<file path="src/design/first_fit_free_list_allocator_macros.svh">
`ifndef FIRST_FIT_FREE_LIST_ALLOCATOR_MACROS_SVH
`define FIRST_FIT_FREE_LIST_ALLOCATOR_MACROS_SVH

// Check that cons holds in the same cycle as ante.
`define FFA_ASSERT_SAME(label, clk, rst_n, ante, cons) \
  label: assert property (@(posedge clk) disable iff (!rst_n) (ante) |-> (cons)) \
    else $error("allocator check failed");

// Check that cons holds in the cycle after ante.
`define FFA_ASSERT_NEXT(label, clk, rst_n, ante, cons) \
  label: assert property (@(posedge clk) disable iff (!rst_n) (ante) |=> (cons)) \
    else $error("allocator check failed");

`endif

</file>
<file path="src/design/ffa_pkg.sv">
package ffa_pkg;

  // Field widths of the command and result ports
  localparam int unsigned REQ_W    = 10;
  localparam int unsigned OFF_W    = 10;
  localparam int unsigned STATUS_W = 3;
  // Rounded request size, up to 1024 bytes
  localparam int unsigned SIZE_W   = 11;

  localparam int unsigned WORD_BYTES = 4;
  localparam int unsigned OCC_FLAG   = 1;
  // Largest rounded request plus one header word: bounds what a split can write
  localparam int unsigned SLACK_BYTES = 1028;

  // Command codes
  typedef enum logic {
    CMD_ALLOC = 1'b0,
    CMD_FREE  = 1'b1
  } cmd_e;

  // Result status codes
  localparam logic [STATUS_W-1:0] ST_OK       = 3'd0;
  localparam logic [STATUS_W-1:0] ST_NOSPACE  = 3'd1;
  localparam logic [STATUS_W-1:0] ST_ZERO     = 3'd2;
  localparam logic [STATUS_W-1:0] ST_MISALIGN = 3'd3;
  localparam logic [STATUS_W-1:0] ST_NOTALLOC = 3'd4;

  // Result handed from the walker to the output stage
  typedef struct packed {
    logic                done;
    logic                ok;
    logic [OFF_W-1:0]    payload_offset;
    logic [STATUS_W-1:0] status;
  } result_t;

endpackage

</file>
<file path="src/design/ffa_heap_mem.sv">
module ffa_heap_mem #(
  parameter int unsigned HEAP_WORDS = 256
) (
  input  logic                                                    clk_i,
  input  logic                                                    rst_ni,
  input  logic                                                    rd_en_i,
  input  logic [$clog2(HEAP_WORDS*4+ffa_pkg::SLACK_BYTES):0]      rd_addr_i,
  output logic [$clog2(HEAP_WORDS*4+ffa_pkg::SLACK_BYTES)-1:0]    rd_data_o,
  input  logic                                                    wr_en_i,
  input  logic [$clog2(HEAP_WORDS*4+ffa_pkg::SLACK_BYTES):0]      wr_addr_i,
  input  logic [$clog2(HEAP_WORDS*4+ffa_pkg::SLACK_BYTES)-1:0]    wr_data_i
);

  localparam int unsigned DW = $clog2(HEAP_WORDS*4 + ffa_pkg::SLACK_BYTES);
  localparam int unsigned AW = DW + 1;
  localparam int unsigned IW = $clog2(HEAP_WORDS);
  localparam logic [AW-1:0] WORDS_A = AW'(HEAP_WORDS);

  logic [DW-1:0] mem_q [HEAP_WORDS];
  logic [DW-1:0] rdata_q;
  logic          oob_q;
  logic          rd_in, wr_in;

  // Byte addresses past the last word fall outside the store
  assign rd_in = (rd_addr_i >> 2) < WORDS_A;
  assign wr_in = (wr_addr_i >> 2) < WORDS_A;

  // Drop writes outside the store
  always_ff @(posedge clk_i) begin
    if (wr_en_i && wr_in) begin
      mem_q[wr_addr_i[IW+1:2]] <= wr_data_i;
    end
  end

  // Register read data
  always_ff @(posedge clk_i) begin
    if (rd_en_i && rd_in) begin
      rdata_q <= mem_q[rd_addr_i[IW+1:2]];
    end
  end

  // Remember an out-of-range read so it returns zero
  always_ff @(posedge clk_i or negedge rst_ni) begin
    if (!rst_ni) begin
      oob_q <= 1'b0;
    end else if (rd_en_i) begin
      oob_q <= !rd_in;
    end
  end

  assign rd_data_o = oob_q ? '0 : rdata_q;

endmodule

</file>
<file path="src/design/ffa_walker.sv">
module ffa_walker #(
  parameter int unsigned HEAP_WORDS = 256
) (
  input  logic                                                    clk_i,
  input  logic                                                    rst_ni,
  input  logic                                                    start,
  input  logic                                                    cmd_i,
  input  logic [ffa_pkg::REQ_W-1:0]                               request_bytes_i,
  input  logic [ffa_pkg::OFF_W-1:0]                               block_offset_i,
  output logic                                                    busy_o,
  output ffa_pkg::result_t                                        res_o,
  output logic                                                    rd_en_o,
  output logic [$clog2(HEAP_WORDS*4+ffa_pkg::SLACK_BYTES):0]      rd_addr_o,
  input  logic [$clog2(HEAP_WORDS*4+ffa_pkg::SLACK_BYTES)-1:0]    rd_data_i,
  output logic                                                    wr_en_o,
  output logic [$clog2(HEAP_WORDS*4+ffa_pkg::SLACK_BYTES):0]      wr_addr_o,
  output logic [$clog2(HEAP_WORDS*4+ffa_pkg::SLACK_BYTES)-1:0]    wr_data_o
);

  localparam int unsigned DW = $clog2(HEAP_WORDS*4 + ffa_pkg::SLACK_BYTES);
  localparam int unsigned AW = DW + 1;
  localparam int unsigned IW = $clog2(HEAP_WORDS);
  localparam int unsigned SW = ffa_pkg::SIZE_W;

  localparam logic [DW-1:0] HEAP_BYTES_D = DW'(HEAP_WORDS*4);
  localparam logic [DW-1:0] WORD_D       = DW'(ffa_pkg::WORD_BYTES);
  localparam logic [DW-1:0] OCC_D        = DW'(ffa_pkg::OCC_FLAG);
  localparam logic [AW-1:0] WORD_A       = AW'(ffa_pkg::WORD_BYTES);
  localparam logic [AW-1:0] WORDS_A      = AW'(HEAP_WORDS);
  localparam logic [IW-1:0] N_LAST       = IW'(HEAP_WORDS-1);
  localparam logic [SW-1:0] RND_ADD      = SW'(ffa_pkg::WORD_BYTES-1);

  typedef enum logic [10:0] {
    S_INIT_SIZE  = 11'b000_0000_0001,
    S_INIT_LINK  = 11'b000_0000_0010,
    S_IDLE       = 11'b000_0000_0100,
    S_WALK_LINK  = 11'b000_0000_1000,
    S_WALK_EVAL  = 11'b000_0001_0000,
    S_WR_HDR     = 11'b000_0010_0000,
    S_WR_NB_SIZE = 11'b000_0100_0000,
    S_WR_NB_LINK = 11'b000_1000_0000,
    S_WR_PARENT  = 11'b001_0000_0000,
    S_FREE_EVAL  = 11'b010_0000_0000,
    S_FREE_LINK  = 11'b100_0000_0000
  } state_e;

  state_e state_q, state_d;
  logic [DW-1:0] head_q, head_d;
  logic [DW-1:0] cur_q, cur_d;
  logic [DW-1:0] par_q, par_d;
  logic [DW-1:0] fs_q, fs_d;
  logic [DW-1:0] nxt_q, nxt_d;
  logic [DW-1:0] repl_q, repl_d;
  logic [SW-1:0] sz_q, sz_d;
  logic [IW-1:0] n_q, n_d;
  logic          at_head_q, at_head_d;
  logic [ffa_pkg::OFF_W-1:0] ptr_q, ptr_d;

  logic          head_null, rd_null, fits, exact;
  logic [SW-1:0] sz_round;
  logic [DW-1:0] sz_dw, ptr_dw;
  logic [AW-1:0] cur_a, nb_a, ptr_a, cur_pl_a;

  // Decode helpers
  assign head_null = head_q >= HEAP_BYTES_D;
  assign rd_null   = rd_data_i >= HEAP_BYTES_D;
  assign sz_round  = (SW'(request_bytes_i) + RND_ADD) & ~RND_ADD;
  assign sz_dw     = DW'(sz_q);
  assign fits      = fs_q >= sz_dw;
  assign exact     = (fs_q == sz_dw) || (fs_q == sz_dw + WORD_D);
  assign cur_a     = AW'(cur_q);
  assign cur_pl_a  = cur_a + WORD_A;
  assign nb_a      = cur_a + AW'(sz_q) + WORD_A;
  assign ptr_dw    = DW'(block_offset_i);
  assign ptr_a     = AW'(ptr_q);

  // Sequence the memory accesses of one request
  always_comb begin
    state_d   = state_q;
    head_d    = head_q;
    cur_d     = cur_q;
    par_d     = par_q;
    fs_d      = fs_q;
    nxt_d     = nxt_q;
    repl_d    = repl_q;
    sz_d      = sz_q;
    n_d       = n_q;
    at_head_d = at_head_q;
    ptr_d     = ptr_q;
    rd_en_o   = 1'b0;
    rd_addr_o = cur_a;
    wr_en_o   = 1'b0;
    wr_addr_o = cur_a;
    wr_data_o = '0;
    res_o     = '0;

    unique case (state_q)
      S_INIT_SIZE: begin
        wr_en_o   = 1'b1;
        wr_addr_o = '0;
        wr_data_o = HEAP_BYTES_D - WORD_D;
        state_d   = S_INIT_LINK;
      end
      S_INIT_LINK: begin
        wr_en_o   = 1'b1;
        wr_addr_o = WORD_A;
        wr_data_o = HEAP_BYTES_D;
        state_d   = S_IDLE;
      end
      S_IDLE: begin
        if (start) begin
          if (cmd_i == ffa_pkg::CMD_ALLOC) begin
            if (head_null) begin
              res_o = '{done: 1'b1, ok: 1'b0, payload_offset: '0, status: ffa_pkg::ST_NOSPACE};
            end else if (request_bytes_i == '0) begin
              res_o = '{done: 1'b1, ok: 1'b0, payload_offset: '0, status: ffa_pkg::ST_ZERO};
            end else begin
              sz_d      = sz_round;
              cur_d     = head_q;
              at_head_d = 1'b1;
              n_d       = '0;
              rd_en_o   = 1'b1;
              rd_addr_o = AW'(head_q);
              state_d   = S_WALK_LINK;
            end
          end else begin
            if (!head_null && (ptr_dw == head_q)) begin
              res_o = '{done: 1'b1, ok: 1'b0, payload_offset: '0, status: ffa_pkg::ST_NOTALLOC};
            end else if (block_offset_i[1:0] != 2'b00) begin
              res_o = '{done: 1'b1, ok: 1'b0, payload_offset: '0, status: ffa_pkg::ST_MISALIGN};
            end else if ((ptr_dw < WORD_D) || ((AW'(block_offset_i) >> 2) >= WORDS_A)) begin
              res_o = '{done: 1'b1, ok: 1'b0, payload_offset: '0, status: ffa_pkg::ST_NOTALLOC};
            end else begin
              ptr_d     = block_offset_i;
              rd_en_o   = 1'b1;
              rd_addr_o = AW'(block_offset_i) - WORD_A;
              state_d   = S_FREE_EVAL;
            end
          end
        end
      end
      S_WALK_LINK: begin
        // Capture the block size, fetch its link
        fs_d      = rd_data_i;
        rd_en_o   = 1'b1;
        rd_addr_o = cur_pl_a;
        state_d   = S_WALK_EVAL;
      end
      S_WALK_EVAL: begin
        nxt_d = rd_data_i;
        if (fits) begin
          state_d = S_WR_HDR;
        end else if (rd_null || (n_q == N_LAST)) begin
          res_o   = '{done: 1'b1, ok: 1'b0, payload_offset: '0, status: ffa_pkg::ST_NOSPACE};
          state_d = S_IDLE;
        end else begin
          // Advance to the next free block
          par_d     = cur_q;
          cur_d     = rd_data_i;
          at_head_d = 1'b0;
          n_d       = n_q + IW'(1);
          rd_en_o   = 1'b1;
          rd_addr_o = AW'(rd_data_i);
          state_d   = S_WALK_LINK;
        end
      end
      S_WR_HDR: begin
        // Mark the block occupied; split off the tail unless it is too small
        wr_en_o   = 1'b1;
        wr_addr_o = cur_a;
        wr_data_o = exact ? (fs_q | OCC_D) : (sz_dw | OCC_D);
        repl_d    = exact ? nxt_q : nb_a[DW-1:0];
        if (!exact) begin
          state_d = S_WR_NB_SIZE;
        end else if (at_head_q) begin
          head_d  = repl_d;
          res_o   = '{done: 1'b1, ok: 1'b1, payload_offset: cur_pl_a[ffa_pkg::OFF_W-1:0],
                      status: ffa_pkg::ST_OK};
          state_d = S_IDLE;
        end else begin
          state_d = S_WR_PARENT;
        end
      end
      S_WR_NB_SIZE: begin
        wr_en_o   = 1'b1;
        wr_addr_o = AW'(repl_q);
        wr_data_o = fs_q - (sz_dw + WORD_D);
        state_d   = S_WR_NB_LINK;
      end
      S_WR_NB_LINK: begin
        wr_en_o   = 1'b1;
        wr_addr_o = AW'(repl_q) + WORD_A;
        wr_data_o = nxt_q;
        if (at_head_q) begin
          head_d  = repl_q;
          res_o   = '{done: 1'b1, ok: 1'b1, payload_offset: cur_pl_a[ffa_pkg::OFF_W-1:0],
                      status: ffa_pkg::ST_OK};
          state_d = S_IDLE;
        end else begin
          state_d = S_WR_PARENT;
        end
      end
      S_WR_PARENT: begin
        // Relink the parent to the replacement
        wr_en_o   = 1'b1;
        wr_addr_o = AW'(par_q) + WORD_A;
        wr_data_o = repl_q;
        res_o     = '{done: 1'b1, ok: 1'b1, payload_offset: cur_pl_a[ffa_pkg::OFF_W-1:0],
                      status: ffa_pkg::ST_OK};
        state_d   = S_IDLE;
      end
      S_FREE_EVAL: begin
        if (rd_data_i[0] == 1'b0) begin
          res_o   = '{done: 1'b1, ok: 1'b0, payload_offset: '0, status: ffa_pkg::ST_NOTALLOC};
          state_d = S_IDLE;
        end else begin
          wr_en_o   = 1'b1;
          wr_addr_o = ptr_a - WORD_A;
          wr_data_o = rd_data_i & ~OCC_D;
          state_d   = S_FREE_LINK;
        end
      end
      S_FREE_LINK: begin
        // Push the block at the head of the chain
        wr_en_o   = 1'b1;
        wr_addr_o = ptr_a;
        wr_data_o = head_null ? HEAP_BYTES_D : head_q;
        head_d    = DW'(ptr_q) - WORD_D;
        res_o     = '{done: 1'b1, ok: 1'b1, payload_offset: '0, status: ffa_pkg::ST_OK};
        state_d   = S_IDLE;
      end
      default: begin
        state_d = S_IDLE;
      end
    endcase
  end

  assign busy_o = (state_q != S_IDLE);

  // Hold control state
  always_ff @(posedge clk_i or negedge rst_ni) begin
    if (!rst_ni) begin
      state_q <= S_INIT_SIZE;
      head_q  <= '0;
    end else begin
      state_q <= state_d;
      head_q  <= head_d;
    end
  end

  // Hold walk context
  always_ff @(posedge clk_i) begin
    cur_q     <= cur_d;
    par_q     <= par_d;
    fs_q      <= fs_d;
    nxt_q     <= nxt_d;
    repl_q    <= repl_d;
    sz_q      <= sz_d;
    n_q       <= n_d;
    at_head_q <= at_head_d;
    ptr_q     <= ptr_d;
  end

endmodule

</file>
<file path="src/design/first_fit_free_list_allocator.sv">
// A free is rejected up front or after reading its header if that is free; else it clears
// the flag and writes the link. An allocate reads size, then link, of each block visited
// (one word port), then on a fit does 1 to 4 writes (header, split tail, parent link).
// Throughput: one request at a time; start is taken whenever busy is low.
// Reset: asynchronous, active low; busy stays high while the initial block is written.
// Each result is registered, shown for one cycle under done_o; the receiver cannot stall.
`include "first_fit_free_list_allocator_macros.svh"

module first_fit_free_list_allocator #(
  parameter int unsigned HEAP_WORDS = 256
) (
  input  logic                           clk_i,
  input  logic                           rst_ni,
  input  logic                           start,
  output logic                           busy,
  input  logic                           cmd_i,
  input  logic [ffa_pkg::REQ_W-1:0]      request_bytes_i,
  input  logic [ffa_pkg::OFF_W-1:0]      block_offset_i,
  output logic                           done_o,
  output logic                           ok_o,
  output logic [ffa_pkg::OFF_W-1:0]      payload_offset_o,
  output logic [ffa_pkg::STATUS_W-1:0]   status_o
);

  localparam int unsigned DW = $clog2(HEAP_WORDS*4 + ffa_pkg::SLACK_BYTES);
  localparam int unsigned AW = DW + 1;

  ffa_pkg::result_t res;
  logic          rd_en, wr_en;
  logic [AW-1:0] rd_addr, wr_addr;
  logic [DW-1:0] rd_data, wr_data;
  logic          done_q;
  logic          ok_q;
  logic [ffa_pkg::OFF_W-1:0]    offset_q;
  logic [ffa_pkg::STATUS_W-1:0] status_q;

  ffa_walker #(
    .HEAP_WORDS(HEAP_WORDS)
  ) u_walker (
    .clk_i          (clk_i),
    .rst_ni         (rst_ni),
    .start          (start),
    .cmd_i          (cmd_i),
    .request_bytes_i(request_bytes_i),
    .block_offset_i (block_offset_i),
    .busy_o         (busy),
    .res_o          (res),
    .rd_en_o        (rd_en),
    .rd_addr_o      (rd_addr),
    .rd_data_i      (rd_data),
    .wr_en_o        (wr_en),
    .wr_addr_o      (wr_addr),
    .wr_data_o      (wr_data)
  );

  ffa_heap_mem #(
    .HEAP_WORDS(HEAP_WORDS)
  ) u_heap_mem (
    .clk_i    (clk_i),
    .rst_ni   (rst_ni),
    .rd_en_i  (rd_en),
    .rd_addr_i(rd_addr),
    .rd_data_o(rd_data),
    .wr_en_i  (wr_en),
    .wr_addr_i(wr_addr),
    .wr_data_i(wr_data)
  );

  // Strobe each result for one cycle
  always_ff @(posedge clk_i or negedge rst_ni) begin
    if (!rst_ni) begin
      done_q <= 1'b0;
    end else begin
      done_q <= res.done;
    end
  end

  // Register the result fields
  always_ff @(posedge clk_i) begin
    if (res.done) begin
      ok_q     <= res.ok;
      offset_q <= res.payload_offset;
      status_q <= res.status;
    end
  end

  assign done_o           = done_q;
  assign ok_o             = ok_q;
  assign payload_offset_o = offset_q;
  assign status_o         = status_q;

  `FFA_ASSERT_NEXT(a_accept_progress, clk_i, rst_ni, start && !busy, busy || done_o)
  `FFA_ASSERT_SAME(a_ok_matches_status, clk_i, rst_ni, done_o, ok_o == (status_o == ffa_pkg::ST_OK))
  `FFA_ASSERT_SAME(a_fail_zero_offset, clk_i, rst_ni, done_o && !ok_o, payload_offset_o == '0)

endmodule

</file>
<file path="config.mk">
export PLATFORM = sky130hd
export DESIGN_NAME = first_fit_free_list_allocator
export DESIGN_NICKNAME = d
export VERILOG_FILES = /design/src/design/ffa_pkg.sv /design/src/design/ffa_heap_mem.sv /design/src/design/ffa_walker.sv /design/src/design/first_fit_free_list_allocator.sv
export VERILOG_INCLUDE_DIRS = /design/src /design/src/design
export SDC_FILE = /design/constraint.sdc
export NUM_CORES = 2
export LEC_CHECK = 0
export CAP_MARGIN = 20
export CORE_MARGIN = 2
export CORE_UTILIZATION = 29
export DETAILED_ROUTE_END_ITERATION = 12
export DONT_BUFFER_PORTS = 1
export GPL_ROUTABILITY_DRIVEN = 0
export PLACE_DENSITY = 0.44
export SYNTH_ARGS = -nofsm -noshare
export SYNTH_HDL_FRONTEND = slang
export SYNTH_HIERARCHICAL = 1
export SYNTH_SLANG_ARGS = --single-unit
</file>
<file path="constraint.sdc">
create_clock -name clk_i -period 19.94 [get_ports clk_i]
set_input_delay 1.994 -clock clk_i [delete_from_list [all_inputs] [get_ports clk_i]]
set_output_delay 1.994 -clock clk_i [all_outputs]
set_load 0.02 [all_outputs]
</file>
======== Yosys cells after proc, flatten, opt, wreduce, memory -nomap -nowiden ========
Memories as Yosys holds them, arrays and structs flattened. A register that Yosys moved wholly into a read port is not among the register bits.
Cells that the tools add are included.
operators by class
  $add $sub $neg .......................... 12
  magnitude comparators ................... 7
  equality and inequality tests ........... 30
  muxes and demuxes ....................... 83
  bitwise gates (word level) .............. 8
  reduce and logical (&&, ||, !) cells .... 19
operator list
  kind                                                                     count
  12-bit two-way mux                                                       16
  15-bit two-way mux                                                       12
  11-bit two-way mux                                                       10
  15-bit case mux with 7 select lines                                      1
  13-bit two-way mux                                                       8
  12-bit case mux with 8 select lines                                      1
  13-bit case mux with 7 select lines                                      1
  11-bit case mux with 8 select lines                                      1
  8-bit two-way mux                                                        6
  12-bit by 3-bit adder with 13-bit output, second input constant          3
  13-bit case mux with 3 select lines                                      1
  12-bit case mux with 3 select lines                                      1
  10-bit by 3-bit subtractor with 11-bit output, second input constant     3
  12-bit by 11-bit >= comparator with 1-bit output, second input constant  2
  12-bit case mux with 2 select lines                                      1
  11-bit by 9-bit < comparator with 1-bit output, second input constant    2
  1-bit two-way mux                                                        18
  8-bit case mux with 2 select lines                                       1
  3-bit != test, second input constant                                     5
  11-bit by 3-bit adder with 12-bit output, second input constant          1
  12-bit by 11-bit adder with 12-bit output                                1
  12-bit by 3-bit adder with 12-bit output, second input constant          1
  10-bit by 12-bit equality test with 1-bit output                         1
  12-bit by 11-bit equality test with 1-bit output                         1
  39 further kinds                                                         61
word-level totals
  flip-flop bits (word level) ............. 127
  memory bits (writable) .................. 3,072
  input bits .............................. 24
  output and inout port bits .............. 16
  word-level logic and storage cells ...... 176
  memories ................................ 1
memory list
  memory            words  width  rd ports  clocked after memory_dff  wr ports  RTL line            source
  u_heap_mem.mem_q  256    12     1         1                         1         ffa_heap_mem.sv:19  logic [DW-1:0] mem_q [HEAP_WORDS];

======== Depth between registers and ports, before layout ========
  depth after elaboration ................. 10
  mapped depth ............................ 22
  depth with buffers taken out ............ 15

======== Modules after synthesis ========
The synthesis kept the hierarchy.
modules (own cells, without submodules)
  module                         times used  cells each  area an instance (um2)  sequential area each (um2)
  ffa_heap_mem                   1           5,469       118,895.3               92,633.8
  ffa_walker                     1           955         8,465.6                 3,219.3
  first_fit_free_list_allocator  1           15          445.4                   445.4

======== Least setup slack after synthesis ========
No wires, ideal clock.
  path kind ............................... register to register
  from .................................... register u_walker.sz_q[2]
  to ...................................... memory u_heap_mem/mem_q[0][11] (netlist bit) (data pin)
  library setup time ...................... 3,366 ps
  arrival time ............................ 18,385 ps
  required time ........................... 16,574 ps
  setup slack ............................. -1,811 ps
  cell stages (with the launch flop) ...... 10
  path buffers ............................ 0
  clock period less this slack ............ 21,751 ps
  cell sequence ........................... edfxtp_1 ha_1 and3_1 nor4b_1 xnor2_1 ha_1 and3_1 a2111oi_0 nand3_1 o311ai_0
between the ends
  longest elaborated chain between the ends .. 5
  elaborated cells between the ends (all ways) .. 7
  those cells by class .................... 2 x add/sub; 2 x eq/ne; 2 x mux; 1 x reduce/logical
RTL lines
  element                                                                                           RTL line                             source
  start, declared                                                                                   ffa_walker.sv:54                     logic [SW-1:0] sz_q, sz_d;
  start signal, assigned                                                                            ffa_walker.sv:258                    sz_q <= sz_d;
  parallel branches: the longest is 4 deep, another holds 11-bit by 3-bit adder with 12-bit output  --
  12-bit case mux with 8 select lines (*)                                                           ffa_walker.sv:97                     unique case (state_q)
  named net wr_data[11]                                                                             first_fit_free_list_allocator.sv:31  logic [DW-1:0] rd_data, wr_data;
  end, declared                                                                                     ffa_heap_mem.sv:19
Mark *: on every way through the listed nets, which the timed path passes.

======== Worst setup path in the final report ========
  from .................................... register u_walker.state_q[1]
  to ...................................... register u_heap_mem.rdata_q[7], read port of u_heap_mem.mem_q (data pin)
between the ends
  longest elaborated chain between the ends .. 4
  elaborated cells between the ends (all ways) .. 7
  those cells by class .................... 1 x order compare; 3 x eq/ne; 2 x mux; 1 x reduce/logical
RTL lines
  element                                                                  RTL line                             source
  start, declared                                                          ffa_walker.sv:47                     state_e state_q, state_d;
  start signal, assigned                                                   ffa_walker.sv:246                    state_q <= state_d;
  11-bit by 5-bit equality test with 1-bit output (tied with other cells)  ffa_walker.sv:97
  13-bit case mux with 3 select lines (*)                                  ffa_walker.sv:97
  named net rd_addr[2]                                                     first_fit_free_list_allocator.sv:30  logic [AW-1:0] rd_addr, wr_addr;
  11-bit by 9-bit < comparator with 1-bit output                           ffa_heap_mem.sv:25                   assign rd_in = (rd_addr_i >> 2) < WORDS_A;
  1-bit logical AND                                                        ffa_heap_mem.sv:37                   if (rd_en_i && rd_in) begin
  end, declared                                                            ffa_heap_mem.sv:20                   logic [DW-1:0] rdata_q;
Mark *: on every way through the listed nets, which the timed path passes. The rest lies on a longest branch.
A chain may end at the register's enable or synchronous reset.

==> results.txt <==
The count of nets left with antenna violations once routing finished came out at 0. The number of optimization iterations in the first detailed-route pass came out at 9. The fraction of power consumed by combinational cells came out at 18.6%. Among cell families on the critical path, the largest total delay comes from buffers and inverters.

Counting every sink on the clock net gives 3209. The routed length per placed instance is 29.5 um. The sequential fraction of design power came out at between 40% and 50%. The number of setup buffers added after CTS is 0. The starting density of the core came out at 29.1%. The cell area after placement is ~0.14 sq mm. The relative slew slack came out at between 15 and 20%. In the routed design, unresolved DRC markers number 0. The worst-skew pair later-pin latency came out at 950 ps. The worst register-to-register path has a setup slack of about 11000 ps. The count of final max-slew check failures came out at 0. The aggregate global routing overflow is 0. The tightest min-delay check is of the flip-flop to flip-flop type.

The number of instances in the synthesized netlist came out at ~6400. The power share of the clock group is between 30% and 40%. The slowest stage cell on the critical path is sky130_fd_sc_hd__buf_4. The number of antenna violations at the first check in global routing came out at 23. The number of placement rows is approximately 240. The number of buffers added by the clock tree synthesis step came out at 351.

The total number of yosys warnings came out at 6. The highest net fanout along the worst path came out at 34. In this run, post-CTS repair resized a total of 0 instances. In this run the count of I/O pins placed on the die edge is 40. The time the final worst path needs with I/O delays and setup came out at between 8000 and 9000 ps. After synthesis, the mean cell area works out to a little under 20 sq um. The maximum buffer depth of the clock tree is 4. The power spent charging and discharging nets came out at roughly 5.0 mW. The maximum clock skew at final layout is roughly 67 ps.

The type of element capturing the critical path is a flip-flop. The leakage power of the design is 44.8 nW. The vertical extent of the die is 667 um.

The ratio of cells with drive above 1 in the final layout is between 20% and 30%. The pin count of the biggest net entering global routing came out at ~200. The most numerous cell on the critical path is sky130_fd_sc_hd__buf_4. The critical path start-end classification is flip-flop to flip-flop. The number of levels in the clock H-tree is 5. The iteration-0 DRC count of the detailed router is around 7400. Summing every instance area after synthesis gives between 0.1 and 0.15 sq mm. The fill cell total of the finished layout came out at roughly 41000. The total of max-cap violations is 0. For the final routed database, the setup TNS stands at 0 ps. The placed wire-length estimate is about 230000 um. The data required time of the worst path is slightly above 20000 ps. The signal on the critical path passes through or4_4, nor3_2, and4b_1, inv_1, nor2_2, nor2_1, a31oi_1, a221o_4, buf_4, buf_4, buf_4, buf_4, mux4_2, a22oi_1, a21oi_1, nor4_2, buf_6, nor4_1. The stage delay of the slowest cell on the critical path is between 700 and 800 ps. The worst path arrival time is roughly 9300 ps. The library cell used most frequently in the layout, excluding fill and tap cells, is sky130_fd_sc_hd__edfxtp_1. The power per unit of standard cell area is ~120 mW/mm^2.

The post-detailed-routing wire length came out at ~380000 um. The number of vias per cell after detailed routing came out at approximately 5.1. The peak clock frequency supported by timing came out at about 120 MHz. After clock tree synthesis, the clock-pin slew on the worst setup and hold paths is about 60 ps. The routed via count is about 66000. The core region is about 0.44 sq mm. In the global route stage, overall resource usage came out at 16.8%. The total chip power came out at 17.5 mW.

Setup repair after global routing left no endpoint under its margin. In the finished design, the share of the clock period the worst path needs comes to a little over two fifths. The hold violation count in the final report came to 0. The flow ran to the end, and the final reports show no timing, DRC or antenna violations. The number of nets in the layout is ~6800. After routing the design area is between 0.1 and 0.15 sq mm.

Setup violations remaining at the end of the flow were counted as 0. The via count of the first global-routing pass came out at ~67000. The cell-internal power came out at 12.5 mW. The count of buffers added on input and output ports is 0. The first-pass GRT wire length came out at 535000 um. The count of buffer and inverter cells on the critical path is 6. The net count after synthesis came out at 6490. The worst ir drop on vdd came out at ~0.00007 V. From left edge to right edge, the die measures about 670 um. STA classifies the critical path startpoint as a flip-flop. For the pin with the worst max-slew slack, the measured transition is 1260 ps. The TritonCTS clock tree is built. After clock tree synthesis, the flow added hold-fix buffers numbering 0. In the layout the commonest cells are sky130_fd_sc_hd__edfxtp_1, sky130_fd_sc_hd__mux4_2, sky130_fd_sc_hd__clkbuf_16.

In this run switching power makes up 28.4% of total power. The tree is rooted in a sky130_fd_sc_hd__clkbuf_16. The area growth from synthesis to layout is 15.7%. The area of the die is about 0.45 sq mm.
-- power groups by stage --
stage	Combinational (mW)	Sequential (mW)	Clock, mW
3_3_place_gp	3.23	7.91	0
5_1_grt	3.43	7.76	6.86
2_1_floorplan	1.89	8.14	0
3_5_place_dp	3.30	7.91	0
6_report	3.25	7.77	6.45
4_1_cts	3.30	7.76	6.61
-- registers in the layout, indices dropped and copies added (netlist names) --
signal              flops
u_walker/cur_q         12
u_walker/repl_q        12
u_walker/nxt_q         12
u_heap_mem/rdata_q     12
u_walker/n_q            8
u_heap_mem/oob_q        1
u_walker/state_q       11
u_walker/sz_q           9
payload_offset_o       10
ok_o                    1
u_walker/at_head_q      1
u_walker/par_q         10
u_walker/head_q        12
done_o                  1
u_heap_mem/mem_q     3072
u_walker/fs_q          12
status_o                3
u_walker/ptr_q         10
-- final timing paths --
path                                                       from                              end  cells after the start
worst max-delay path            u_walker/state_q[1]$_DFFE_PN0P_  u_heap_mem/rdata_q[7]$_DFFE_PP_                     18
worst min-delay path               u_walker/at_head_q$_DFFE_PP_  u_walker/state_q[8]$_DFFE_PN0P_                      1
worst max register to register  u_walker/state_q[1]$_DFFE_PN0P_  u_heap_mem/rdata_q[7]$_DFFE_PP_                     18
worst min register to register     u_walker/at_head_q$_DFFE_PP_  u_walker/state_q[8]$_DFFE_PN0P_                      1
max in group asynchronous                                rst_ni  u_walker/state_q[0]$_DFFE_PN1P_                      0
min in group asynchronous                                rst_ni  u_walker/head_q[11]$_DFFE_PN0P_                      0
-- metrics by stage --
stage	hold WS, ps	worst slack (ps)	utilization [%]	cells
global route	484	10620	33.7	12935
detailed placement	446	10830	31.1	12290
CTS	458	11020	33.7	12924
global placement	428	9580	31.0	12264
floorplan	405	4850	-	6423
finish	455	11270	33.7	12945
-- cell type report --
| class | count | area [sq um] | area share [%] |
|---|---|---|---|
| Sequential cell | 3209 | 96200 | 65.2 |
| Multi-Input combinational cell | 2780 | 29300 | 19.8 |
| Clock buffer | 434 | 9370 | 6.35 |
| Tap cell | 5880 | 7360 | 4.98 |
| Timing Repair Buffer | 387 | 3260 | 2.21 |
| Clock inverter | 200 | 1950 | 1.32 |
| Inverter | 44 | 165 | 0.112 |
| Antenna cell | 11 | 27.5 | 0.0186 |
-- worst register-to-register path: cells and delay by family (launching register included) --
| family | cells | cell delay [ps] |
|---|---|---|
| buf+inv | 6 | 3190 |
| simple gates | 7 | 2650 |
| compound gates | 4 | 1450 |
| mux | 1 | 590 |
| flops | 1 | 480 |
-- per-layer routing --
layer / global-route usage, % / vias to the layer above / wire (um)
li1: - / 27475 / -
met1: 23.8 / 35829 / 168000
met2: 27.4 / 2235 / 182000
met3: 2.54 / 430 / 23700
met4: 3.88 / 0 / 8780
met5: 0 / - / 0
Power figures use the tool's default switching activity.
